===== src/rtl/black_pixel_centroid_defines.svh =====
// Assertion macros for the black pixel centroid RTL.
`ifndef BLACK_PIXEL_CENTROID_DEFINES_SVH
`define BLACK_PIXEL_CENTROID_DEFINES_SVH

// Same-cycle implication, disabled during reset.
`define BPC_ASSERT_IMPLY(label, clk, rst, ante, cons) \
   label: assert property (@(posedge clk) disable iff (rst) (ante) |-> (cons)) \
      else $error("black_pixel_centroid: same-cycle check failed");

// Next-cycle implication, disabled during reset.
`define BPC_ASSERT_NEXT(label, clk, rst, ante, cons) \
   label: assert property (@(posedge clk) disable iff (rst) (ante) |=> (cons)) \
      else $error("black_pixel_centroid: next-cycle check failed");

`endif


===== src/rtl/bpc_pkg.sv =====
// Shared constants, codes and types of the black pixel centroid block.
`default_nettype none
package bpc_pkg;

   localparam int MAX_DIM = 4096;
   localparam int POS_W   = $clog2(MAX_DIM);        // column / row position
   localparam int DIM_W   = POS_W + 1;              // clamped frame size
   localparam int CFG_W   = 13;                     // size register width
   localparam int PIX_W   = 8;
   localparam int CNT_W   = 2 * POS_W + 1;          // black pixel count
   localparam int SUM_W   = CNT_W - 1 + POS_W;      // coordinate sums
   localparam int QUOT_W  = POS_W;                  // centroid coordinate
   localparam int STEP_W  = $clog2(QUOT_W);
   localparam int CSR_IDX_W = 1;

   localparam logic [CFG_W-1:0] FRAME_WIDTH_RESET  = CFG_W'(640);
   localparam logic [CFG_W-1:0] FRAME_HEIGHT_RESET = CFG_W'(480);

   localparam logic [CSR_IDX_W-1:0] CSR_FRAME_WIDTH  = CSR_IDX_W'(0);
   localparam logic [CSR_IDX_W-1:0] CSR_FRAME_HEIGHT = CSR_IDX_W'(1);

   typedef struct packed {
      logic [SUM_W-1:0] sum_x;
      logic [SUM_W-1:0] sum_y;
      logic [CNT_W-1:0] count;
   } frame_sums_type;

   typedef struct packed {
      logic full;
      logic empty;
   } queue_status_type;

   typedef enum logic [1:0] {
      BACK_IDLE,
      BACK_DIVIDE,
      BACK_DONE
   } back_state_type;

endpackage
`default_nettype wire


===== src/rtl/bpc_front.sv =====
// Front end: size registers, raster position tracking and per-frame sums.
`default_nettype none
module bpc_front (
   input  wire                             clock,
   input  wire                             reset,
   input  wire                             csr_write_enable,
   input  wire [bpc_pkg::CSR_IDX_W-1:0]    csr_index,
   input  wire [bpc_pkg::CFG_W-1:0]        csr_write_data,
   input  wire                             req_valid,
   output logic                            req_ready,
   input  wire [bpc_pkg::PIX_W-1:0]        req_pixel_value,
   input  bpc_pkg::queue_status_type       q_status,
   output logic                            push,
   output bpc_pkg::frame_sums_type         push_entry
);
   import bpc_pkg::*;

   logic [CFG_W-1:0] frame_width_ff, frame_width_in;
   logic [CFG_W-1:0] frame_height_ff, frame_height_in;
   logic [POS_W-1:0] col_ff, col_in;
   logic [POS_W-1:0] row_ff, row_in;
   logic [CNT_W-1:0] count_ff, count_in;
   logic [SUM_W-1:0] sum_x_ff, sum_x_in;
   logic [SUM_W-1:0] sum_y_ff, sum_y_in;

   logic [DIM_W-1:0] w_eff, h_eff, col_plus, row_plus;
   logic             row_end, frame_end, accept, is_black;
   logic [CNT_W-1:0] count_sum;
   logic [SUM_W-1:0] sum_x_sum, sum_y_sum;

   // zero reads as one, oversize saturates
   always_comb begin
      if (frame_width_ff == '0) begin
         w_eff = DIM_W'(1);
      end else if (frame_width_ff > CFG_W'(MAX_DIM)) begin
         w_eff = DIM_W'(MAX_DIM);
      end else begin
         w_eff = DIM_W'(frame_width_ff);
      end
      if (frame_height_ff == '0) begin
         h_eff = DIM_W'(1);
      end else if (frame_height_ff > CFG_W'(MAX_DIM)) begin
         h_eff = DIM_W'(MAX_DIM);
      end else begin
         h_eff = DIM_W'(frame_height_ff);
      end
   end

   always_comb begin
      frame_width_in  = frame_width_ff;
      frame_height_in = frame_height_ff;
      if (csr_write_enable) begin
         unique case (csr_index)
            CSR_FRAME_WIDTH:  frame_width_in  = csr_write_data;
            CSR_FRAME_HEIGHT: frame_height_in = csr_write_data;
            default: ;
         endcase
      end
   end

   assign col_plus  = DIM_W'(col_ff) + DIM_W'(1);
   assign row_plus  = DIM_W'(row_ff) + DIM_W'(1);
   assign row_end   = col_plus >= w_eff;
   assign frame_end = row_end && (row_plus >= h_eff);

   // only the closing pixel needs a free queue slot
   assign req_ready = !q_status.full || !frame_end;
   assign accept    = req_valid && req_ready;
   assign is_black  = req_pixel_value == '0;

   assign count_sum = count_ff + CNT_W'(is_black);
   assign sum_x_sum = sum_x_ff + (is_black ? SUM_W'(col_ff) : '0);
   assign sum_y_sum = sum_y_ff + (is_black ? SUM_W'(row_ff) : '0);

   assign push             = accept && frame_end;
   assign push_entry.sum_x = sum_x_sum;
   assign push_entry.sum_y = sum_y_sum;
   assign push_entry.count = count_sum;

   always_comb begin
      col_in   = col_ff;
      row_in   = row_ff;
      count_in = count_ff;
      sum_x_in = sum_x_ff;
      sum_y_in = sum_y_ff;
      if (accept) begin
         if (frame_end) begin
            col_in   = '0;
            row_in   = '0;
            count_in = '0;
            sum_x_in = '0;
            sum_y_in = '0;
         end else begin
            count_in = count_sum;
            sum_x_in = sum_x_sum;
            sum_y_in = sum_y_sum;
            if (row_end) begin
               col_in = '0;
               row_in = row_ff + POS_W'(1);
            end else begin
               col_in = col_ff + POS_W'(1);
            end
         end
      end
   end

   always_ff @(posedge clock) begin
      if (reset) begin
         frame_width_ff  <= FRAME_WIDTH_RESET;
         frame_height_ff <= FRAME_HEIGHT_RESET;
         col_ff          <= '0;
         row_ff          <= '0;
         count_ff        <= '0;
         sum_x_ff        <= '0;
         sum_y_ff        <= '0;
      end else begin
         frame_width_ff  <= frame_width_in;
         frame_height_ff <= frame_height_in;
         col_ff          <= col_in;
         row_ff          <= row_in;
         count_ff        <= count_in;
         sum_x_ff        <= sum_x_in;
         sum_y_ff        <= sum_y_in;
      end
   end

endmodule
`default_nettype wire


===== src/rtl/bpc_queue.sv =====
// Two-entry queue of finished frame sums between front and back end.
`default_nettype none
module bpc_queue (
   input  wire                       clock,
   input  wire                       reset,
   input  wire                       push,
   input  bpc_pkg::frame_sums_type   push_entry,
   input  wire                       pop,
   output bpc_pkg::frame_sums_type   head,
   output bpc_pkg::queue_status_type status
);
   import bpc_pkg::*;

   frame_sums_type slot_ff [2];
   logic           wr_ptr_ff, wr_ptr_in;
   logic           rd_ptr_ff, rd_ptr_in;
   logic [1:0]     fill_ff, fill_in;

   assign head         = slot_ff[rd_ptr_ff];
   assign status.full  = fill_ff == 2'd2;
   assign status.empty = fill_ff == 2'd0;

   always_comb begin
      wr_ptr_in = push ? !wr_ptr_ff : wr_ptr_ff;
      rd_ptr_in = pop ? !rd_ptr_ff : rd_ptr_ff;
      fill_in   = fill_ff + 2'(push) - 2'(pop);
   end

   always_ff @(posedge clock) begin
      if (reset) begin
         wr_ptr_ff <= 1'b0;
         rd_ptr_ff <= 1'b0;
         fill_ff   <= 2'd0;
      end else begin
         wr_ptr_ff <= wr_ptr_in;
         rd_ptr_ff <= rd_ptr_in;
         fill_ff   <= fill_in;
      end
   end

   always_ff @(posedge clock) begin
      if (push) begin
         slot_ff[wr_ptr_ff] <= push_entry;
      end
   end

endmodule
`default_nettype wire


===== src/rtl/bpc_back.sv =====
// Back end: shift-subtract division of both sums and the result register.
`default_nettype none
module bpc_back (
   input  wire                          clock,
   input  wire                          reset,
   input  bpc_pkg::queue_status_type    q_status,
   input  bpc_pkg::frame_sums_type      head,
   output logic                         pop,
   output logic                         rsp_valid,
   input  wire                          rsp_ready,
   output logic [bpc_pkg::QUOT_W-1:0]   rsp_center_x,
   output logic [bpc_pkg::QUOT_W-1:0]   rsp_center_y,
   output logic [bpc_pkg::CNT_W-1:0]    rsp_black_total,
   output logic                         rsp_empty_frame
);
   import bpc_pkg::*;

   back_state_type    state_ff, state_in;
   logic [SUM_W-1:0]  rem_x_ff, rem_y_ff, div_ff;
   logic [QUOT_W-1:0] quot_x_ff, quot_y_ff;
   logic [CNT_W-1:0]  count_ff;
   logic              empty_ff;
   logic [STEP_W-1:0] step_ff;
   logic              load, divide, fit_x, fit_y;

   always_comb begin
      state_in = state_ff;
      unique case (state_ff)
         BACK_IDLE: begin
            if (!q_status.empty) begin
               state_in = (head.count == '0) ? BACK_DONE : BACK_DIVIDE;
            end
         end
         BACK_DIVIDE: begin
            if (step_ff == '0) begin
               state_in = BACK_DONE;
            end
         end
         BACK_DONE: begin
            if (rsp_ready) begin
               state_in = BACK_IDLE;
            end
         end
         default: state_in = BACK_IDLE;
      endcase
   end

   always_comb begin
      pop       = 1'b0;
      divide    = 1'b0;
      rsp_valid = 1'b0;
      unique case (state_ff)
         BACK_IDLE:   pop       = !q_status.empty;
         BACK_DIVIDE: divide    = 1'b1;
         BACK_DONE:   rsp_valid = 1'b1;
         default: ;
      endcase
   end

   assign load  = pop;
   assign fit_x = rem_x_ff >= div_ff;
   assign fit_y = rem_y_ff >= div_ff;

   always_ff @(posedge clock) begin
      if (reset) begin
         state_ff <= BACK_IDLE;
      end else begin
         state_ff <= state_in;
      end
   end

   // quotient fits QUOT_W bits: a mean coordinate stays below MAX_DIM
   always_ff @(posedge clock) begin
      if (load) begin
         rem_x_ff  <= head.sum_x;
         rem_y_ff  <= head.sum_y;
         div_ff    <= SUM_W'(head.count) << (QUOT_W - 1);
         quot_x_ff <= '0;
         quot_y_ff <= '0;
         count_ff  <= head.count;
         empty_ff  <= head.count == '0;
         step_ff   <= STEP_W'(QUOT_W - 1);
      end else if (divide) begin
         if (fit_x) begin
            rem_x_ff <= rem_x_ff - div_ff;
         end
         if (fit_y) begin
            rem_y_ff <= rem_y_ff - div_ff;
         end
         quot_x_ff <= {quot_x_ff[QUOT_W-2:0], fit_x};
         quot_y_ff <= {quot_y_ff[QUOT_W-2:0], fit_y};
         div_ff    <= div_ff >> 1;
         step_ff   <= step_ff - STEP_W'(1);
      end
   end

   assign rsp_center_x    = quot_x_ff;
   assign rsp_center_y    = quot_y_ff;
   assign rsp_black_total = count_ff;
   assign rsp_empty_frame = empty_ff;

endmodule
`default_nettype wire


===== src/rtl/black_pixel_centroid.sv =====
// Top level of the black pixel centroid block: front end, queue, divider.
//
// Pixels come in on req_* in raster order, one item per pixel; the block
// keeps column and row itself from frame_width / frame_height (csr index 0
// and 1, zero reads as one, oversize saturates to MAX_DIM). Pixels with
// value zero are counted and their coordinates summed.
// One rsp_* item leaves per frame: black pixel count, truncated mean column
// and row, and empty_frame when no pixel was black (centroid zero).
// Throughput: one pixel per cycle while req_ready is high. The closing pixel of a frame hands its
// sums to a two-entry queue; the back end pops it when idle and runs a
// shift-subtract division, one quotient bit per cycle for the QUOT_W (12) bits.
// An empty frame skips the division and goes straight to the result. The
// back end takes one frame at a time, from pop through division to the result,
// so very small frames are bounded by the divider, not the pixel rate.
// Receiver stall: the result waits in the back end; the front keeps taking
// pixels and only holds req_ready low on a frame's closing pixel while both
// queue entries are taken.
// Reset (synchronous): sizes return to 640 x 480, position and sums clear,
// the queue empties and no result is pending.
`default_nettype none
`include "black_pixel_centroid_defines.svh"
module black_pixel_centroid (
   input  wire                          clock,
   input  wire                          reset,
   input  wire                          csr_write_enable,
   input  wire [bpc_pkg::CSR_IDX_W-1:0] csr_index,
   input  wire [bpc_pkg::CFG_W-1:0]     csr_write_data,
   input  wire                          req_valid,
   output logic                         req_ready,
   input  wire [bpc_pkg::PIX_W-1:0]     req_pixel_value,
   output logic                         rsp_valid,
   input  wire                          rsp_ready,
   output logic [bpc_pkg::QUOT_W-1:0]   rsp_center_x,
   output logic [bpc_pkg::QUOT_W-1:0]   rsp_center_y,
   output logic [bpc_pkg::CNT_W-1:0]    rsp_black_total,
   output logic                         rsp_empty_frame
);
   import bpc_pkg::*;

   queue_status_type q_status;
   frame_sums_type   push_entry, head;
   logic             push, pop;

   // front: size registers, position counters, running sums
   bpc_front u_front (
      .clock            (clock),
      .reset            (reset),
      .csr_write_enable (csr_write_enable),
      .csr_index        (csr_index),
      .csr_write_data   (csr_write_data),
      .req_valid        (req_valid),
      .req_ready        (req_ready),
      .req_pixel_value  (req_pixel_value),
      .q_status         (q_status),
      .push             (push),
      .push_entry       (push_entry)
   );

   // decouples the pixel stream from the divider
   bpc_queue u_queue (
      .clock      (clock),
      .reset      (reset),
      .push       (push),
      .push_entry (push_entry),
      .pop        (pop),
      .head       (head),
      .status     (q_status)
   );

   // back: division and held result
   bpc_back u_back (
      .clock           (clock),
      .reset           (reset),
      .q_status        (q_status),
      .head            (head),
      .pop             (pop),
      .rsp_valid       (rsp_valid),
      .rsp_ready       (rsp_ready),
      .rsp_center_x    (rsp_center_x),
      .rsp_center_y    (rsp_center_y),
      .rsp_black_total (rsp_black_total),
      .rsp_empty_frame (rsp_empty_frame)
   );

   // no push into a full queue unless a pop frees a slot, no pop from an empty one
   `BPC_ASSERT_IMPLY(a_no_overflow, clock, reset, push, !q_status.full || pop)
   `BPC_ASSERT_IMPLY(a_no_underflow, clock, reset, pop, !q_status.empty)
   // empty frame result carries all-zero fields
   `BPC_ASSERT_IMPLY(a_empty_zero, clock, reset, rsp_valid && rsp_empty_frame,
      rsp_center_x == '0 && rsp_center_y == '0 && rsp_black_total == '0)
   // a non-empty result has a nonzero count
   `BPC_ASSERT_IMPLY(a_count_nonzero, clock, reset, rsp_valid && !rsp_empty_frame,
      rsp_black_total != '0)

endmodule
`default_nettype wire


===== config.mk =====
export PLATFORM = sky130hd
export DESIGN_NAME = black_pixel_centroid
export DESIGN_NICKNAME = d
export VERILOG_FILES = /design/src/rtl/bpc_pkg.sv /design/src/rtl/bpc_front.sv /design/src/rtl/bpc_queue.sv /design/src/rtl/bpc_back.sv /design/src/rtl/black_pixel_centroid.sv
export VERILOG_INCLUDE_DIRS = /design/src /design/src/rtl
export SDC_FILE = /design/constraint.sdc
export NUM_CORES = 1
export LEC_CHECK = 0
export ABC_AREA = 1
export BUFFER_PORTS_ARGS = -buffer_cell sky130_fd_sc_hd__buf_2
export CORE_MARGIN = 2
export CORE_UTILIZATION = 50
export CTS_CLUSTER_DIAMETER = 50
export CTS_CLUSTER_SIZE = 16
export DETAILED_ROUTE_END_ITERATION = 8
export PLACE_DENSITY_LB_ADDON = 0.15
export SYNTH_ARGS = -nofsm -noshare
export SYNTH_HDL_FRONTEND = slang
export SYNTH_SLANG_ARGS = --single-unit

===== constraint.sdc =====
create_clock -name clock -period 19.73 [get_ports clock]
set_input_delay 0 -clock clock [delete_from_list [all_inputs] [get_ports clock]]
set_output_delay 0 -clock clock [all_outputs]
set_load 0.03 [all_outputs]

==> summary.md, run 1 <==
| Metric | Value |
|---|---|
| Sequential area share after synthesis | 46.6% |
| Type of origin of the critical path | flip-flop |
| Antenna viol nets, final | 0 |
| Clock root buffer | clkbuf_16 |
| Die Wd | 244 um |
| Fraction of synthesized area in multiplexers | 0.140% |
| Ports | 79 |
| Area grow syn2layout | 11.8% |
| RSZ-0062 raised after global routing | false |
| Crit path DAT | 4990 ps |
| Overall Global Routing Usage | 25.3% |
| Simple-gate share of the synthesized area | 28.7% |
| Syn Nets | 3906 |
| Slew @ Worst Pin | 1080 ps |
| Final setup fails | 0 |
| Core footprint | 56600 um^2 |
| Synth Area in Adders | 5.90% |
| Gpl congestion | 0.935 |
| Num CTS Buffers | 59 |
| Crit end category | flip-flop |
| Gr ovfl total | 0 |
| Place WS | 15300 ps |
| Pleak | 0.0143 uW |
| Via count | 24353 |
| Status | complete, no violations |
| Synth Area per Inst | 7.66 um^2 |
| Max-slew headroom | 27.8% |
| Sum Neg Setup Slack | 0 ps |
| Share of cells above drive strength 1 | 5.94% |
| Worst-path fanout max | 61 |
| Ys Warns | 0 |
| Drt wl/cell | 16.3 um |
| Final hold violations | 0 |
| DIE AREA | 59300 um^2 |
| HPWL after detailed placement | 55.9 mm |
| PD cells | 160 nW/um^2 |
| Initial DRC Count | 1806 |
| Largest net degree at the start of global routing | 85 |
| Crit path kind | reg2reg |
| CTS tree | built |
| I/O Buffers | 78 |
| Post-Syn Area | 28700 um^2 |
| CTS sink cnt | 510 |
| Ys async rst share | 0% |
| Total Wirelength | 75.7 mm |
| CP dominant cell by count | nand2_1 |
| Slew Viols, Final | 0 |
| Hold Crit Class | in2reg |
| Chip height | 244 um |
| Synth cell types | 46 |
| CP Buf/Inv Count | 3 |
| Via density | 5.26 |
| Pwr Total | 5130 uW |
| Top_reg_cell synth | edfxtp_1 |
| Mapped Cells | 3746 |
| Main combinational cell family by area after synthesis | simple AND/OR/NAND/NOR gates |
| Post-synth EDFFs | 317 |
| Clk_lat worst skew | 630 ps |
| CP top delay family | compound AO/OA/AOI/OAI gates |
| Max-cap viol count | 0 |
| Vias in the first global route | 22541 |
| # resized after CTS | 0 |
| Slowest-stage cell, CP | a21boi_4 |
| Initial antenna violation count | 0 |
| DRC violations left | 0 |
| Final nets | 3984 |
| Period utilization | 22.6% |
| Synth Area in XOR/XNOR | 2.84% |
| Tmin final | 4450 ps |
| VDD IR max | 99.2 uV |
| Global-route wire length before repair | 121 mm |
| Number of setup buffers added after CTS | 0 |
| Clk pin slew, worst setup/hold paths | 70 ps |
| Pre-antenna DRT Iters | 6 |
| H-Tree Depth | 2 |
| Yosys reg bits | 510 |
| CP cell instances | ha_1 -> nand2_1 -> nor2_1 -> inv_1 -> nor2_1 -> nand2_1 -> xor2_1 -> ha_1 -> nand2_1 -> inv_1 -> nand2_1 -> nand2_1 -> a21oi_1 -> nand3_2 -> a21boi_4 -> buf_4 -> nand3_1 -> a21oi_1 |
| Final setup margin | 15280 ps |
| Worst endpoint required time | 20270 ps |
| Initial Utilization | 50.7% |
| Row count | 87 |
| Clock Skew | 29.1 ps |
| Post-synthesis compound-gate area fraction | 8.84% |
| Clk buf depth | 3 |
| Largest stage delay on the critical path | 930 ps |
| Fmax | 225 MHz |
## metrics by stage
stage | utilization, % | area, um^2 | hold slack [ps] | cells
global placement | 52.6 | 29800 | 246 | 4496
finish | 56.7 | 32100 | 145 | 4633
global route | 56.7 | 32100 | 140 | 4631
CTS | 56.7 | 32100 | 118 | 4631
floorplan | - | 28700 | 113 | 3746
detailed placement | 52.6 | 29800 | 243 | 4496
## cells in the mapped netlist, types with 2 or more instances
master,number,area share (%)
nand2_1,1333,17
o21bai_1,14,0.37
nand3_2,3,0.10
nor3b_1,5,0.13
o21a_1,4,0.10
nand3b_1,22,0.58
o31ai_1,4,0.10
buf_1,4,0.052
buf_4,6,0.16
o22ai_1,10,0.22
edfxtp_1,317,33
o21ai_1,4,0.070
dfxtp_1,193,13
buf_2,24,0.42
a21o_1,19,0.50
or4_1,2,0.052
clkbuf_1,67,0.88
ha_1,129,5.6
a31oi_1,8,0.17
mux2i_1,4,0.14
nor2_1,333,4.4
inv_1,409,5.3
o21ai_0,127,2.2
clkinv_1,3,0.039
nor3_1,37,0.65
or2_2,13,0.28
fa_1,4,0.28
o211ai_1,5,0.13
xnor2_1,14,0.43
a21oi_1,276,4.8
xor2_1,79,2.4
nand4_1,67,1.5
nor4_1,10,0.22
a21boi_0,2,0.052
nand3_1,184,3.2
## tightest hold or removal path: stages
cell and delay [ps]:
dlygate4sd3_1 510, buf_2 120, nand2_1 50, nand3_1 70
## cells in the final DEF (no fill, tap or decap), types with 19 or more instances in the layout
| cell type | instances |
|---|---|
| nand2_1 | 1331 |
| inv_1 | 407 |
| nor2_1 | 332 |
| edfxtp_1 | 317 |
| a21oi_1 | 276 |
| dfxtp_1 | 192 |
| nand3_1 | 184 |
| ha_1 | 129 |
| o21ai_0 | 126 |
| xor2_1 | 79 |
| buf_2 | 77 |
| nand4_1 | 67 |
| clkbuf_16 | 60 |
| nor3_1 | 37 |
| dlygate4sd3_1 | 23 |
| nand3b_1 | 22 |
| a21o_1 | 19 |
| buf_4 | 19 |
## cells by family (layout without fill, tap and decap cells)
kind of cell	count (synthesis)	in the layout
AO/OA/AOI/OAI	475	475
XOR/XNOR	93	93
adder cells (fa/ha/maj)	133	133
buffers and inverters	515	644
flip-flops	510	510
multiplexers	4	4
other	0	2
AND/OR/NAND/NOR	2016	2016
## repair_timing
item,4_1_cts,5_1_grt
setup endpoints to repair,0,0
endpoints found under the hold margin,79,0
hold buffers,23,0
## report_power, final
group | internal [uW] | switching, uW
sequential | 1450 | 85.2
combinational | 778 | 1690
clock | 626 | 496
total | 2850 | 2280
## cell type report
class                      count  area [um^2]
antenna                        2         5.00
tap                          756          946
timing repair buffer         119          758
clock inverter                41          488
fill                        5375        24500
clock buffer                  71         1580
sequential                   510        13400
inverter                     413         1560
multi-input combinational   2721        13400
## sequential cells by signal (all words and copies together), names as in the netlist, 2 cells and up, named ones only
signal                   flops
u_back.rsp_center_x         12
u_front.frame_height_ff     13
u_back.step_ff               4
u_back.state_ff              2
u_back.rsp_black_total      25
u_front.sum_y_ff            36
u_front.row_ff              12
u_front.sum_x_ff            36
u_back.div_ff               36
u_back.rsp_center_y         12
u_back.rem_x_ff             36
u_front.frame_width_ff      13
u_queue.slot_ff            194
u_back.rem_y_ff             36
u_front.count_ff            25
u_queue.fill_ff              2
u_front.col_ff              12
## path summary, 6_finish.rpt
| path | startpoint | endpoint | slack (ps) | cells past startpoint |
|---|---|---|---|---|
| worst max register to register | u_front.col_ff[0] | u_front.sum_x_ff[27] | 15280 | 18 |
| worst max-delay path | u_front.col_ff[0] | u_front.sum_x_ff[27] | 15280 | 18 |
| worst min register to register | u_queue.rd_ptr_ff | u_queue.rd_ptr_ff | 460 | 1 |
| worst min-delay path | csr_write_data[7] | u_front.frame_width_ff[7] | 150 | 4 |
## layer usage
metal	wire length (um)	share of wire [%]	global-route usage (%)	up-vias
met3	4260	5.6	2.72	103
met1	35700	47	36.8	11181
met4	1450	1.9	6.03	0
met2	34300	45	40.7	633
met5	0	0	0	-
li1	-	-	-	12436
Power figures use the tool's default switching activity.
==> run 2, diff against run 1 <==
- clock period: 19.73 -> 3.7 ns (I/O delays scaled with it)
==> summary.md, run 2 (synthesis results as in run 1) <==
| Metric | Value |
|---|---|
| Status | complete, no violations |
| CTS sink cnt | 510 (unchanged) |
| H-Tree Depth | 2 (unchanged) |
| Final cell count without fillers | 4638 (+0.11%) |
| Hold Startpoint | csr_write_enable |
| Max-slew headroom | 44.0% (+16 points) |
| Routing usage on met2 | 40.0% (-0.65 points) |
| P_int | 15000 uW (+430%) |
| Crit path DAT | 3680 ps (-1310 ps) |
| Clk_lat worst skew | 610 ps (-20 ps) |
| PD cells | 838 nW/um^2 (+420%) |
| Fmax | 296 MHz (+32%) |
| Gr ovfl total | 0 (unchanged) |
| Slew Viols, Final | 0 (unchanged) |
| Ports | 79 (unchanged) |
| Tmin final | 3380 ps (-1070 ps) |
| Pre-antenna DRT Iters | 6 (unchanged) |
| Pleak | 0.0144 uW (+0.21%) |
| Largest register FFs | 194 (unchanged) |
| Share of cells above drive strength 1 | 6.42% (+0.48 points) |
| DIE AREA | 59300 um^2 (unchanged) |
| Post-Place Cells | 4511 (+0.33%) |
| R2r setup slk | 320 ps (-14960 ps) |
| Clk pin slew, worst setup/hold paths | 60 ps (about the same) |
| Grt met3 use | 3.36% (+0.64 points) |
| Commonest non-fill, non-tap cells in the layout | nand2_1, inv_1, nor2_1 |
| Die Wd | 244 um (unchanged) |
| CTS tree | built |
| Worst endpoint required time | 4000 ps (-16270 ps) |
| Global-route wire length before repair | 120 mm (-0.48%) |
| Worst-path fanout max | 31 (-49%) |
| HPWL after detailed placement | 56.2 mm (+0.49%) |
| Clk buf depth | 3 (unchanged) |
| Clock root buffer | clkbuf_16 |
| FF-to-FF End | u_queue.slot_ff[0][12] |
| Total Wirelength | 76.5 mm (+1.1%) |
| Sequential share of power | 30.1% (+0.2 points) |
| Reg2Reg Depth | 16 (-2) |
| Area grow syn2layout | 12.3% |
| Initial DRC Count | 2147 (+19%) |
| Overall Global Routing Usage | 25.3% (-0.056 points) |
| Num CTS Buffers | 55 (-6.8%) |
| CP dominant cell by count | nand2_1 |
| CP cell instances | ha_1 -> nand2_1 -> nor2_2 -> nand2_1 -> nand2_1 -> inv_1 -> ha_1 -> nand4_1 -> nor2_1 -> nand3b_2 -> nand3_4 -> nand2_1 -> inv_1 -> nand3_2 -> nor2_4 -> buf_12 |
| Largest net degree at the start of global routing | 111 (+31%) |
| Final setup fails | 0 (unchanged) |
| R2R Path Start | u_front.row_ff[0] |
| Crit path kind | reg2reg |
| Final hold violations | 0 (unchanged) |
| GRT Max-Usage Layer | met2 |
| Met1 Use GR | 36.5% (-0.26 points) |
| Clock network power share | 20.8% (-1.1 points) |
| Via count | 24435 (+0.34%) |
| I/O Buffers | 78 (unchanged) |
| Gpl congestion | 0.956 (+2.2%) |
| Combinational share of power | 49.1% (+0.9 points) |
| Initial Utilization | 50.7% (unchanged) |
| Vias in the first global route | 22231 (-1.4%) |
| Initial antenna violation count | 1 (+1) |
| Core footprint | 56600 um^2 (unchanged) |
| Max-cap viol count | 0 (unchanged) |
| Largest Register | u_queue.slot_ff |
| Type of origin of the critical path | flip-flop |
| P_sw | 12000 uW (+430%) |
| Row count | 87 (unchanged) |
| Final nets | 3995 (+0.28%) |
| Clock Skew | 29.6 ps (+0.539 ps) |
| Drt wl/cell | 16.5 um (+0.95%) |
| Slowest-stage cell, CP | dfxtp_1 |
| Slew @ Worst Pin | 839 ps (-241 ps) |
| Chip height | 244 um (unchanged) |
| Antenna viol nets, final | 0 (unchanged) |
| Pwr Total | 27000 uW (+430%) |
| Largest stage delay on the critical path | 410 ps (-520 ps) |
| DRC violations left | 0 (unchanged) |
| Crit end category | flip-flop |
| RSZ-0062 raised after global routing | true |
| Commonest non-fill, non-tap cell in the layout | nand2_1 |
| Hold Crit Class | in2reg |
| Via density | 5.27 (+0.23%) |
| Hold Path Cell Cnt | 3 (-1) |
| Period utilization | 91.3% (+69 points) |
| Hold Path End | u_front.frame_height_ff[12] |
| Sw Share | 44.4% (about the same) |
| VDD IR max | 689 uV (+590%) |
## run 2: power by group through the flow
| stage | clock [uW] | sequential, uW | combinational, uW |
|---|---|---|---|
| after CTS | 5720 | 8130 | 13100 |
| after global placement | 0 | 8220 | 13000 |
| final | 5610 | 8120 | 13300 |
| after floorplan | 0 | 8410 | 9250 |
| after global routing | 5930 | 8200 | 14900 |
| after detailed placement | 0 | 8240 | 13000 |
## run 2: worst max-delay path: cells and delay by family, from the launching register on
| kind | cells | cell delay (ps) |
|---|---|---|
| buf+inv | 3 | 380 |
| flops | 1 | 410 |
| fa+ha+maj | 2 | 520 |
| simple gates | 11 | 1690 |
## run 2: per-layer routing
layer | up-vias | share of wire [%]
li1 | 12442 | -
met1 | 11222 | 46
met2 | 669 | 45
met3 | 102 | 6.2
met4 | 0 | 2.1
met5 | - | 0
## run 2: cell type report
type,instances,area [um^2]
diodes,1,2.50
clock buffers,63,1440
clock inverters,40,445
fillers,5330,24400
inverters,413,1560
multi-input cells,2721,13400
flip-flops and latches,510,13400
well taps,756,946
repair buffers,134,1030
## run 2: metrics by stage
step | hold slack (ps) | TNS (ps) | setup WS [ps] | area, um^2 | utilization [%]
floorplan | 113 | -68070 | -363 | 28800 | -
global placement | 240 | 0 | 404 | 30000 | 53.1
detailed placement | 238 | 0 | 291 | 30000 | 53.1
CTS | 22.7 | 0 | 265 | 32100 | 56.8
global route | 108 | -230 | -15.6 | 32200 | 56.9
finish | 74.5 | 0 | 321 | 32200 | 56.9
## run 2: worst max-delay path by stage
| stage | from | to | slack (ps) | cells after the start |
|---|---|---|---|---|
| 5_1_grt | u_front.row_ff[0] | u_queue.slot_ff[0][49] | -20 | 16 |
| 6_report | u_front.row_ff[0] | u_queue.slot_ff[0][12] | 320 | 16 |
| 3_5_place_dp | u_front.row_ff[0] | u_front.count_ff[24] | 290 | 16 |
| 4_1_cts | u_front.row_ff[0] | u_front.count_ff[24] | 260 | 16 |
| 2_1_floorplan | u_front.col_ff[0] | u_queue.slot_ff[0][0] | -360 | 19 |
| 3_3_place_gp | u_front.row_ff[0] | u_queue.slot_ff[0][19] | 400 | 16 |
## run 2: repair_timing
item,4_1_cts,5_1_grt
hold buffers,21,0
hold endpoints to repair,95,0
gates resized for setup,0,3
setup endpoints to repair,0,156
setup buffers,0,0
